File: config.mk
export PLATFORM = sky130hd
export DESIGN_NAME = pie_muldiv
export DESIGN_NICKNAME = d
export VERILOG_FILES = /design/src/rtl/plc_intcode_executor_macros.svh /design/src/rtl/pie_pkg.sv /design/src/rtl/pie_muldiv.sv
export SDC_FILE = /design/constraint.sdc
export NUM_CORES = 1
export LEC_CHECK = 0
export ABC_CLOCK_PERIOD_IN_PS = 4800
export CORE_ASPECT_RATIO = 1.1
export CORE_MARGIN = 2
export CORE_UTILIZATION = 50
export CTS_CLUSTER_DIAMETER = 100
export DETAILED_ROUTE_END_ITERATION = 16
export DONT_BUFFER_PORTS = 1
export PLACE_DENSITY_LB_ADDON = 0.12
export RECOVER_POWER = 25
export SLEW_MARGIN = 20
export SYNTH_ARGS = -nofsm -noshare
export SYNTH_HDL_FRONTEND = slang
export SYNTH_SLANG_ARGS = --single-unit
File: constraint.sdc
create_clock -name clk_i -period 4.8 [get_ports clk_i]
set_input_delay 0.96 -clock clk_i [delete_from_list [all_inputs] [get_ports clk_i]]
set_output_delay 0.96 -clock clk_i [all_outputs]
set_load 0.03 [all_outputs]
File: src/rtl/plc_intcode_executor_macros.svh
// assertion macros for the intcode executor
`ifndef PLC_INTCODE_EXECUTOR_MACROS_SVH
`define PLC_INTCODE_EXECUTOR_MACROS_SVH
`ifndef ASSERT_OFF
`define PIE_ASSERT(label, clk, rst_n, prop) \
  label: assert property (@(posedge clk) disable iff (!rst_n) (prop)) \
    else $error("assertion failed");
`define PIE_ASSERT_NEVER(label, clk, rst_n, expr) \
  label: assert property (@(posedge clk) disable iff (!rst_n) !(expr)) \
    else $error("assertion failed");
`else
`define PIE_ASSERT(label, clk, rst_n, prop)
`define PIE_ASSERT_NEVER(label, clk, rst_n, expr)
`endif
`endif

File: src/rtl/pie_pkg.sv
// shared types and codes of the intcode executor
package pie_pkg;

  localparam logic [2:0] REQ_INSTR  = 3'd0;
  localparam logic [2:0] REQ_SCAN   = 3'd1;
  localparam logic [2:0] REQ_TOGGLE = 3'd2;
  localparam logic [2:0] REQ_ADC    = 3'd3;
  localparam logic [2:0] REQ_RXIN   = 3'd4;
  localparam logic [2:0] REQ_RDVAR  = 3'd5;
  localparam logic [2:0] REQ_RDBIT  = 3'd6;
  localparam logic [2:0] REQ_RSVD   = 3'd7;

  localparam logic [4:0] OP_NODE   = 5'd0;
  localparam logic [4:0] OP_SET    = 5'd1;
  localparam logic [4:0] OP_CLR    = 5'd2;
  localparam logic [4:0] OP_COPY   = 5'd3;
  localparam logic [4:0] OP_MOVL   = 5'd4;
  localparam logic [4:0] OP_MOVV   = 5'd5;
  localparam logic [4:0] OP_INC    = 5'd6;
  localparam logic [4:0] OP_ADD    = 5'd7;
  localparam logic [4:0] OP_SUB    = 5'd8;
  localparam logic [4:0] OP_MUL    = 5'd9;
  localparam logic [4:0] OP_DIV    = 5'd10;
  localparam logic [4:0] OP_IFSET  = 5'd11;
  localparam logic [4:0] OP_IFCLR  = 5'd12;
  localparam logic [4:0] OP_IFLT   = 5'd13;
  localparam logic [4:0] OP_IFEQ   = 5'd14;
  localparam logic [4:0] OP_IFGT   = 5'd15;
  localparam logic [4:0] OP_PWM    = 5'd16;
  localparam logic [4:0] OP_EEBUSY = 5'd17;
  localparam logic [4:0] OP_EERD   = 5'd18;
  localparam logic [4:0] OP_EEWR   = 5'd19;
  localparam logic [4:0] OP_RDADC  = 5'd20;
  localparam logic [4:0] OP_TX     = 5'd21;
  localparam logic [4:0] OP_RX     = 5'd22;
  localparam logic [4:0] OP_ENDIF  = 5'd23;
  localparam logic [4:0] OP_ELSE   = 5'd24;
  localparam logic [4:0] OP_CMT    = 5'd25;

  localparam logic [2:0] ST_DONE    = 3'd0;
  localparam logic [2:0] ST_SKIP    = 3'd1;
  localparam logic [2:0] ST_DIVZERO = 3'd2;
  localparam logic [2:0] ST_ILLEGAL = 3'd3;
  localparam logic [2:0] ST_HALTED  = 3'd4;

  localparam logic [1:0] TX_BUSY_SCANS = 2'd2;

  typedef enum logic [5:0] {
    S_IDLE  = 6'b000001,
    S_READ  = 6'b000010,
    S_EXEC  = 6'b000100,
    S_MULDV = 6'b001000,
    S_WRITE = 6'b010000,
    S_OUT   = 6'b100000
  } state_e;

  // multiply/divide unit control
  typedef struct packed {
    logic start;
    logic is_div;
  } md_ctrl_t;

  typedef struct packed {
    logic busy;
    logic done;
  } md_stat_t;

endpackage

File: src/rtl/pie_muldiv.sv
// iterative 16-bit signed multiplier and divider, one bit per cycle
module pie_muldiv (
  input  logic                clk_i,
  input  logic                rst_ni,
  input  pie_pkg::md_ctrl_t   ctrl_i,
  input  logic signed [15:0]  op_a_i,
  input  logic signed [15:0]  op_b_i,
  output pie_pkg::md_stat_t   stat_o,
  output logic [15:0]         result_o
);
  logic        busy_q, busy_d, done_q, done_d;
  logic [4:0]  cnt_q, cnt_d;
  logic        div_q, div_d, neg_q, neg_d;
  logic [15:0] acc_q, acc_d;   // product or remainder
  logic [15:0] sh_q, sh_d;     // multiplier or dividend/quotient
  logic [15:0] mc_q, mc_d;     // multiplicand or divisor magnitude
  logic [16:0] trial;
  logic [15:0] mag_a, mag_b;

  assign mag_a = op_a_i[15] ? 16'(-op_a_i) : op_a_i;
  assign mag_b = op_b_i[15] ? 16'(-op_b_i) : op_b_i;
  assign trial = {acc_q, sh_q[15]} - {1'b0, mc_q};

  // sequencer
  always_comb begin
    busy_d = busy_q; done_d = 1'b0; cnt_d = cnt_q; div_d = div_q;
    neg_d = neg_q; acc_d = acc_q; sh_d = sh_q; mc_d = mc_q;
    if (ctrl_i.start) begin
      busy_d = 1'b1; cnt_d = 5'd16; div_d = ctrl_i.is_div;
      neg_d = op_a_i[15] ^ op_b_i[15];
      acc_d = '0;
      sh_d = ctrl_i.is_div ? mag_a : op_b_i;
      mc_d = ctrl_i.is_div ? mag_b : op_a_i;
    end else if (busy_q) begin
      if (div_q) begin
        if (!trial[16]) begin
          acc_d = trial[15:0]; sh_d = {sh_q[14:0], 1'b1};
        end else begin
          acc_d = {acc_q[14:0], sh_q[15]}; sh_d = {sh_q[14:0], 1'b0};
        end
      end else begin
        // low 16 bits of the product: shift-add from the top bit
        acc_d = {acc_q[14:0], 1'b0} + (sh_q[15] ? mc_q : 16'd0);
        sh_d = {sh_q[14:0], 1'b0};
      end
      cnt_d = cnt_q - 5'd1;
      if (cnt_q == 5'd1) begin
        busy_d = 1'b0; done_d = 1'b1;
      end
    end
  end

  always_ff @(posedge clk_i or negedge rst_ni) begin
    if (!rst_ni) begin
      busy_q <= 1'b0; done_q <= 1'b0; cnt_q <= '0;
    end else begin
      busy_q <= busy_d; done_q <= done_d; cnt_q <= cnt_d;
    end
  end

  always_ff @(posedge clk_i) begin
    div_q <= div_d; neg_q <= neg_d; acc_q <= acc_d; sh_q <= sh_d; mc_q <= mc_d;
  end

  assign stat_o.busy = busy_q;
  assign stat_o.done = done_q;
  assign result_o = !div_q ? acc_q : (neg_q ? 16'(-sh_q) : sh_q);
endmodule

==> impl_metrics.yaml, run 1 <==
run_status:
  outcome: "finished clean"
cells_and_area:
  nets: 698
  drive_above_1_share: 0.0636
  final_cells: 772
  synthToLayoutAreaGrowth_pct: 6.83
  antennaDiodeCount: 0
routing:
  drt_iter0_markers: 214
  post_drt_wl_per_cell_um: 16.8
  drt-total-wl_um: 13000
  drcViolationCount: 0
  ant_nets: 0
  dr_total_vias: 4489
  viasPerCell: 5.81
  drtPass1Iterations: 5
synthesis:
  ys_types: 69
  synth-edff-count: 34
  synth_area_per_cell_um2: 8.23
  ys_seq_area_frac: 0.288
  syn_nets: 713
  async_flop_share: 0.123
  ys.flop_type: "edfxtp_1"
  synth_cells: 639
  synth_area_um2: 5260
  yosys_warnings: 0
  ys_seq_elements: 57
die:
  die-height_um: 112
  fp-row-count: 39
  ios: 54
  die-area_um2: 11400
  die_w_um: 102
  coreArea_um2: 10300
  initial_core_util: 0.511
setup_path:
  critPathSlowestCell: "a21oi_1"
  r2r_cells: 11
  max_stage_delay_ns: 0.55
  cp_top_family: "simple AND/OR/NAND/NOR gates"
  start_kind: "register"
  cp.required_ns: 3.84
  worstPathCellList: "nor4_1 -> nand2b_1 -> nand2b_1 -> o31ai_1 -> xor2_1 -> a21oi_1"
  crit_fanout: 4
  cp-end-kind: "output pin"
  crit_type: "register to output pin"
  crit_buf_inv: 0
  startpoint: "sh_q[5]$_DFFE_PP_"
  reg2reg_slack_ns: 1.59
  worst_r2r_endpoint: "acc_q[0]$_SDFFE_PP0P_"
  crit_top_cell: "nand2b_1"
  r2r-start: "sh_q[15]$_DFFE_PP_"
  arrival_ns: 2.59
placement:
  hpwl_um: 10000
  place_congestion: 0.935
  placed_cells: 756
  io_buffers: 0
worst_hold_path:
  min_path_type: "input port to asynchronous set/reset pin"
power_and_ir_drop:
  vdd.ir_drop.worst_v: 0.000243
  p_seq_frac: 0.288
  cell_internal_pwr_w: 0.00163
  switching_share: 0.418
  switching_power_w: 0.00117
  clock_power_share: 0.221
  power_frac_comb: 0.491
  p_leak_nw: 2.32
  powerDensity_nw_per_um2: 499
clock_network:
  cts_setup_buffers: 0
  cts_sinks: 57
  cts-htree-levels: 3
  cts_buffers: 9
  hold_buffers: 0
  clkTransAtPathRegs_ns: 0.06
  tritoncts: "built"
  clk_path_buf_depth: 2
  clock_latency_ns: 0.33
  cts_root_buffer: "clkbuf_16"
  cts-resized-gates: 0
sta:
  hold_viol: 0
  worstMarginPinSlew_ns: 0.954
  max_freq_ghz: 0.282
  setup_viol: 0
  slew_viol_final: 0
  clock_skew_ns: 0.00658
  fin_crit_sh: 0.739
  fin_setup_tns_ns: 0
  fin_crit_ns: 3.55
  relSlewSlack: 0.357
  rsz0062_at_grt: "false"
flow_run:
  drv_cap: 0
global_routing:
  grt_max_degree: 69
  track_usage: 0.241
  grt_pass1_vias: 4385
  antenna_found_initial: 0
  gr-total-overflow: 0
  grt_pass1_wl_um: 21600
## how the worst max path moves through the flow
stage | endpoint | cells past startpoint
after floorplan | sh_q[14]$_DFFE_PP_ | 8
final | result_o[12] | 6
after global placement | sh_q[14]$_DFFE_PP_ | 8
after CTS | result_o[12] | 6
after global routing | result_o[12] | 6
after detailed placement | sh_q[14]$_DFFE_PP_ | 8
## per-stage QoR
stage                     hold slack, ns  setup slack [ns]  utilization  power (W)  cell area [µm²]
after floorplan                    0.480              1.75            -    0.00191             5260
after global placement             0.501              1.60        0.518    0.00215             5330
after detailed placement           0.506              1.60        0.518    0.00217             5330
after CTS                          0.304              1.24        0.546    0.00280             5620
after global routing               0.304              1.07        0.546    0.00301             5620
final                              0.316              1.25        0.546    0.00280             5620
## synthesized netlist by cell type, types with 3 or more instances
cell / n / share of area
inv_1: 34 / 0.024
nor4_1: 3 / 0.0036
o31ai_1: 14 / 0.020
nor3_1: 16 / 0.015
nand3b_1: 3 / 0.0043
xor2_1: 45 / 0.075
a211oi_1: 4 / 0.0057
nand4b_1: 3 / 0.0050
and3_1: 5 / 0.0059
dfxtp_1: 16 / 0.061
o31a_1: 4 / 0.0067
a22oi_1: 3 / 0.0043
a21boi_0: 3 / 0.0043
or3_1: 4 / 0.0048
o21ai_0: 40 / 0.038
nand2b_1: 12 / 0.014
mux2_2: 12 / 0.026
nand3_1: 14 / 0.013
nor2_1: 86 / 0.061
o21a_1: 11 / 0.016
buf_4: 3 / 0.0043
or4_1: 4 / 0.0057
a21o_1: 7 / 0.010
o41ai_1: 4 / 0.0067
xnor2_1: 19 / 0.032
o211ai_1: 4 / 0.0057
dfrtp_1: 7 / 0.033
a21oi_1: 56 / 0.053
ha_1: 36 / 0.086
nand2_1: 41 / 0.029
mux2i_1: 10 / 0.019
nor2b_1: 11 / 0.013
nand4_1: 3 / 0.0036
buf_1: 8 / 0.0057
edfxtp_1: 34 / 0.19
clkbuf_1: 16 / 0.011
a311oi_1: 5 / 0.0083
## worst reg2reg max path: stages (launching register included)
cell	delay, ns
edfxtp_1	0.40
inv_2	0.16
ha_1	0.26
fa_1	0.41
nor2b_1	0.19
o31a_1	0.22
o22a_1	0.22
nand3_1	0.10
a21boi_0	0.28
nand2b_1	0.37
mux2_2	0.37
o21ai_0	0.14
## power groups by stage
stage | logic (W) | registers, W | clock network [W]
5_1_grt | 0.00153 | 0.000832 | 0.000650
2_1_floorplan | 0.00115 | 0.000756 | 0
6_report | 0.00138 | 0.000808 | 0.000619
4_1_cts | 0.00137 | 0.000807 | 0.000630
3_5_place_dp | 0.00135 | 0.000816 | 0
3_3_place_gp | 0.00134 | 0.000814 | 0
## layer usage
metal / share of wire / global-route usage / wire length [µm]
met1: 0.47 / 0.320 / 6050
met2: 0.48 / 0.387 / 6240
met3: 0.040 / 0.0490 / 525
met4: 0.011 / 0.0820 / 149
met5: 0 / 0 / 0
## cell type report
type | instances | area [µm²]
fill | 983 | 4680
multi-input combinational | 517 | 3480
sequential | 57 | 1520
clock buffer | 9 | 225
tap | 143 | 179
inverter | 35 | 131
clock inverter | 7 | 61.3
timing repair buffer | 4 | 30.0
## layout by cell type, fill, tap and decap left out, drive strengths merged, types with 3 or more instances in the layout
cell type | netlist | layout
o31a | 4 | 4
mux2i | 10 | 10
nor3 | 16 | 16
nor2 | 86 | 86
clkbuf | 17 | 9
buf | 13 | 4
dfxtp | 16 | 16
nand3b | 3 | 3
ha | 36 | 36
a311oi | 5 | 5
a22oi | 3 | 3
edfxtp | 34 | 34
a211oi | 4 | 4
nand2 | 41 | 41
clkinv | 0 | 4
o21ai | 40 | 40
nand4b | 3 | 3
inv | 35 | 35
o41ai | 5 | 5
and3 | 5 | 5
a21o | 7 | 7
dfrtp | 7 | 7
nand4 | 3 | 3
nor2b | 11 | 11
nand2b | 12 | 12
o31ai | 14 | 14
or3 | 5 | 5
xnor2 | 19 | 19
o21a | 11 | 11
or4 | 5 | 5
nor4 | 4 | 4
nand3 | 14 | 14
o211ai | 4 | 4
mux2 | 13 | 13
a21boi | 3 | 3
xor2 | 45 | 45
a21oi | 56 | 56
## kinds of logic (layout without fill, tap and decap cells)
kind of cell / count (synthesis) / after routing / share of synthesized area
compound gates: 176 / 176 / 0.215
mux: 23 / 23 / 0.0476
flops: 57 / 57 / 0.288
fa+ha+maj: 38 / 38 / 0.0932
xor+xnor: 64 / 64 / 0.107
buf+inv: 65 / 55 / 0.0509
simple gates: 216 / 216 / 0.199
## state kept, by name, summed over array words and instances (netlist names)
register and count:
div_q 1, sh_q 16, acc_q 16, done_q 1
mc_q 16, busy_q 1, neg_q 1, cnt_q 5
Power figures use the tool's default switching activity.
==> inputs of run 2 (changes only) <==
--- a/config.mk
+++ b/config.mk
@@ -5,7 +5,8 @@
 export SDC_FILE = /design/constraint.sdc
 export NUM_CORES = 1
 export LEC_CHECK = 0
-export ABC_CLOCK_PERIOD_IN_PS = 4800
+export ABC_AREA = 1
+export ABC_CLOCK_PERIOD_IN_PS = 3530
 export CORE_ASPECT_RATIO = 1.1
 export CORE_MARGIN = 2
 export CORE_UTILIZATION = 50
==> constraint.sdc (replaced) <==
create_clock -name clk_i -period 3.53 [get_ports clk_i]
set_input_delay 0.706 -clock clk_i [delete_from_list [all_inputs] [get_ports clk_i]]
set_output_delay 0.706 -clock clk_i [all_outputs]
set_load 0.03 [all_outputs]
==> run 2 against run 1 <==
  * Power up 32%
  * Critical path depth up 2
  * Sequential share of layout area down 2.8 points
  * Core utilization up 0.47 points
  * Combinational power up 33%
  * Wire length up 23%
  * Clock power up 39%
  * Count of clock-buffer cells in the layout up 1
  * Synthesized area up 9.7%
  * Critical endpoint is now result_o[15]
==> impl_metrics.yaml, run 2 <==
clock_network:
  clock_latency_ns: 0.34
  cts_root_buffer: "clkbuf_16"
  cts-htree-levels: 3
  clk_path_buf_depth: 2
  hold_buffers: 0
  clkTransAtPathRegs_ns: 0.06
  cts-resized-gates: 0
  cts_buffers: 9
  cts_sinks: 57
  cts_setup_buffers: 0
  tritoncts: "built"
sta:
  clock_skew_ns: 0.00854
  hold_viol: 0
  relSlewSlack: 0.345
  setup_viol: 0
  max_freq_ghz: 0.307
  worstMarginPinSlew_ns: 0.972
  fin_crit_sh: 0.922
  fin_crit_ns: 3.25
  slew_viol_final: 0
  rsz0062_at_grt: "false"
  fin_setup_tns_ns: 0
  setup_slack_ns: 0.276
synthesis:
  ys.flop_type: "edfxtp_1"
  yosys_warnings: 0
  ys_seq_area_frac: 0.263
  synth_fa_ha_area_frac: 0.0850
  ys_seq_elements: 57
  synthXorXnorAreaFrac: 0.0577
  synth_area_um2: 5770
  synth_cells: 888
  synth-edff-count: 34
  synth.most_common_cell: "nand2_1"
  yosysTopAreaCell: "edfxtp_1"
  syn_nets: 962
  synth_area_per_cell_um2: 6.50
  async_flop_share: 0.123
  synth.top_cells.by_count: "nand2_1, inv_1, o21ai_0"
  synth_compound_area_frac: 0.183
  yosysTopAreaCellShare: 0.177
  synth.area.top_cells: "edfxtp_1, nand2_1, inv_1"
  synthSimpleGateAreaFrac: 0.292
  ys_types: 46
  muxShareOfSynthArea: 0
  synth_top_family_by_area: "simple AND/OR/NAND/NOR gates"
cells_and_area:
  drive_above_1_share: 0.0782
  layout_commonest_cell: "nand2_1"
  nets: 964
  reg_top3: "acc_q x16, mc_q x16, sh_q x16"
  synthToLayoutAreaGrowth_pct: 8.61
  final_cell_mix: "nand2_1, inv_1, o21ai_0"
  antennaDiodeCount: 0
global_routing:
  grt_max_degree: 49
  track_usage: 0.272
  grt_pass1_vias: 5419
  gr-total-overflow: 0
  grt_pass1_wl_um: 26600
  antenna_found_initial: 0
power_and_ir_drop:
  p_leak_nw: 3.17
  vdd.ir_drop.worst_v: 0.000267
  powerDensity_nw_per_um2: 590
die:
  ios: 54
  die-area_um2: 12400
  fp-row-count: 41
  die_w_um: 106
  die-height_um: 117
  coreArea_um2: 11400
  initial_core_util: 0.507
setup_path:
  crit_fanout: 3
  max_stage_delay_ns: 0.43
  critPathSlowestCell: "edfxtp_1"
  r2r_cells: 17
  reg2reg_slack_ns: 0.93
  cp.required_ns: 2.82
  worst_r2r_endpoint: "acc_q[15]$_SDFFE_PP0P_"
  worstPathCellList: "inv_1 -> nand3_1 -> nor2_1 -> nand4_1 -> o21ai_1 -> or2_2 -> nand3_1 -> o21ai_0"
  r2r-start: "mc_q[1]$_DFFE_PP_"
  crit_top_cell: "nand3_1"
  cp-end-kind: "output pin"
  start_kind: "register"
  crit_type: "register to output pin"
  arrival_ns: 2.55
routing:
  drt-total-wl_um: 15900
  viasPerCell: 5.32
  drtPass1Iterations: 5
  dr_total_vias: 5563
  post_drt_wl_per_cell_um: 15.2
  ant_nets: 0
  drcViolationCount: 0
  drt_iter0_markers: 335
placement:
  place_congestion: 0.915
  hpwl_um: 12400
  post-place-ws_ns: 0.505
  io_buffers: 0
worst_hold_path:
  min_path_type: "input port to asynchronous set/reset pin"
flow_run:
  drv_cap: 0
run_status:
  outcome: "finished clean"
[run 2: cell type report]
cell class	instances	area, µm²
clock buffers	10	250
flip-flops and latches	57	1520
repair buffers	21	158
fillers	1172	5120
clock inverters	6	46.3
well taps	150	188
inverters	145	544
multi-input cells	656	3570
[run 2: per-layer routing]
layer / GRT usage / routed length, µm / up-vias
met5: 0 / 0 / -
met4: 0.0900 / 350 / 0
met3: 0.0424 / 697 / 24
met2: 0.468 / 7500 / 143
met1: 0.352 / 7360 / 2491
li1: - / - / 2905
[run 2: metrics by stage]
stage	util	hold slack (ns)	std cells	power [W]	area, µm²
2_1_floorplan	-	0.410	888	0.00242	5770
3_3_place_gp	0.524	0.411	1029	0.00281	5970
3_5_place_dp	0.524	0.411	1029	0.00283	5970
4_1_cts	0.550	0.0538	1045	0.00369	6270
5_1_grt	0.550	0.0521	1045	0.00401	6270
6_report	0.550	0.0570	1045	0.00370	6270
[run 2: worst max path at each step]
stage / slack [ns] / start / cells after the start / to
CTS: 0.08 / sh_q[3]$_DFFE_PP_ / 8 / result_o[15]
global route: 0.09 / sh_q[3]$_DFFE_PP_ / 8 / result_o[15]
global placement: 0.52 / sh_q[0]$_DFFE_PP_ / 8 / result_o[15]
finish: 0.28 / sh_q[0]$_DFFE_PP_ / 8 / result_o[15]
floorplan: 0.76 / sh_q[0]$_DFFE_PP_ / 9 / result_o[14]
detailed placement: 0.50 / sh_q[0]$_DFFE_PP_ / 8 / result_o[15]
[run 2: cell families after synthesis]
group	count (synthesis)
AND/OR/NAND/NOR	391
flip-flops	57
buffers and inverters	175
adder cells (fa/ha/maj)	38
AO/OA/AOI/OAI	189
XOR/XNOR	38
[run 2: critical path: cells and delay by family, from the launching register on]
family / cells / cell delay (ns)
flip-flops: 1 / 0.43
AO/OA/AOI/OAI: 2 / 0.75
AND/OR/NAND/NOR: 5 / 0.89
buffers and inverters: 1 / 0.13
[run 2: power by group]
part | internal (W) | total [W] | switching [W]
sequential | 0.000845 | 0.00101 | 0.000161
combinational | 0.000650 | 0.00183 | 0.00118
clock | 0.000522 | 0.000862 | 0.000340
total | 0.00202 | 0.00370 | 0.00168
==> inputs of run 3 (changes only) <==
--- a/config.mk
+++ b/config.mk
@@ -7,7 +7,7 @@
 export LEC_CHECK = 0
 export ABC_AREA = 1
 export ABC_CLOCK_PERIOD_IN_PS = 3530
-export CORE_ASPECT_RATIO = 1.1
+export CORE_ASPECT_RATIO = 0.6
 export CORE_MARGIN = 2
 export CORE_UTILIZATION = 50
 export CTS_CLUSTER_DIAMETER = 100
==> run 3 against run 2 <==
  * Global-route usage up 4.0 points
  * Count of clock-buffer cells in the layout shrank 1
  * Worst hold slack improved by 0.0043 ns
  * Core utilization is 0.27 points higher
  * Sequential cell count is the same
  * Largest power group unchanged
  * Highest routed layer unchanged
  * Cell count shrank 0.67%
  * Sequential share of layout area rose by 0.16 points
  * Combinational power is 5% higher
  * First-iteration DRC count increased by 110%
  * Register-to-register slack got worse by 0.31 ns
==> impl_metrics.yaml, run 3 (synthesized netlist as in run 2, its figures left out) <==
run_status:
  outcome: "finished clean"
setup_path:
  arrival_ns: 2.46
  start_kind: "register"
  startpoint: "sh_q[0]$_DFFE_PP_"
  crit_type: "register to output pin"
  cp-end-kind: "output pin"
  r2r_cells: 13
  cp.required_ns: 2.82
  worst_r2r_endpoint: "acc_q[2]$_SDFFE_PP0P_"
  crit_fanout: 3
  r2r-start: "sh_q[15]$_DFFE_PP_"
  reg2reg_slack_ns: 0.62
placement:
  place_congestion: 1.03
  dpl_cell_area_um2: 5960
  post-place-ws_ns: 0.711
  hpwl_um: 15000
  io_buffers: 0
routing:
  drt_iter0_markers: 719
  drtPass1Iterations: 5
  ant_nets: 0
  post_drt_wl_per_cell_um: 18.2
  dr_total_vias: 5873
  drcViolationCount: 0
  viasPerCell: 5.66
  drt-total-wl_um: 18800
clock_network:
  cts_buffers: 9
  clk_path_buf_depth: 2
  cts-resized-gates: 0
  hold_buffers: 0
  cts_root_buffer: "clkbuf_16"
  cts_setup_buffers: 0
  clkTransAtPathRegs_ns: 0.06
  tritoncts: "built"
  cts-htree-levels: 3
  cts_sinks: 57
  clock_latency_ns: 0.33
global_routing:
  antenna_found_initial: 0
  grt_pass1_vias: 5323
  grt_pass1_wl_um: 29200
  gr-total-overflow: 0
  track_usage: 0.311
  grt_max_degree: 49
cells_and_area:
  reg_top3: "acc_q x16, mc_q x16, sh_q x16"
  final_cell_mix: "nand2_1, inv_1, o21ai_0"
  antennaDiodeCount: 0
  layout_commonest_cell: "nand2_1"
  nets: 963
  drive_above_1_share: 0.0772
  synthToLayoutAreaGrowth_pct: 7.91
  design_area_um2: 6230
sta:
  max_freq_ghz: 0.315
  fin_crit_ns: 3.17
  fin_crit_sh: 0.898
  rsz0062_at_grt: "false"
  fin_setup_tns_ns: 0
  setup_viol: 0
  worstMarginPinSlew_ns: 0.995
  clock_skew_ns: 0.00986
  slew_viol_final: 0
  setup_slack_ns: 0.360
  hold_viol: 0
  relSlewSlack: 0.329
flow_run:
  drv_cap: 0
die:
  initial_core_util: 0.513
  die_w_um: 143
  coreArea_um2: 11300
  die-height_um: 87.2
  ios: 54
  die-area_um2: 12400
  fp-row-count: 30
power_and_ir_drop:
  powerDensity_nw_per_um2: 607
  fin_total_pwr_w: 0.00378
  vdd.ir_drop.worst_v: 0.000338
  p_leak_nw: 3.15
worst_hold_path:
  min_path_type: "input port to asynchronous set/reset pin"
run 3: through the flow:
stage	util	std cells	hold slack (ns)
after global routing	0.553	1038	0.0468
after global placement	0.529	1022	0.411
after detailed placement	0.529	1022	0.411
after CTS	0.553	1038	0.0554
final	0.553	1038	0.0613
after floorplan	-	888	0.410
run 3: power breakdown:
group          internal, W  switching (W)
clock             0.000472       0.000320
combinational     0.000650        0.00128
sequential        0.000845       0.000214
total              0.00197        0.00181
run 3: worst max path at each step:
stage	to	slack [ns]	cells after the start
detailed placement	acc_q[2]$_SDFFE_PP0P_	0.71	13
finish	result_o[14]	0.36	10
CTS	result_o[14]	0.40	10
global placement	acc_q[15]$_SDFFE_PP0P_	0.79	18
global route	result_o[14]	0.18	10
floorplan	result_o[14]	0.76	9
run 3: metal layers:
layer	GRT usage	wire length, µm	up-vias
met4	0.0549	152	0
met1	0.501	9490	2657
met2	0.413	7010	307
met3	0.0737	2190	16
met5	0	0	-
li1	-	-	2893
run 3: area by class of cell:
| class | count | area, µm² |
|---|---|---|
| Fill cell | 1142 | 5030 |
| Multi-Input combinational cell | 656 | 3570 |
| Sequential cell | 57 | 1520 |
| Inverter | 145 | 544 |
| Clock buffer | 9 | 225 |
| Tap cell | 144 | 180 |
| Timing Repair Buffer | 20 | 150 |
| Clock inverter | 7 | 46.3 |
run 3: worst max-delay path, cell delays in order, from the launching register on:
cell and delay (ns):
edfxtp_1 0.40, inv_1 0.13, ha_1 0.19, nand2_1 0.08, nor3_1 0.26, nand4_1 0.19
nand2_1 0.14, o21ai_0 0.12, xor2_1 0.15, o21ai_0 0.25, buf_4 0.22
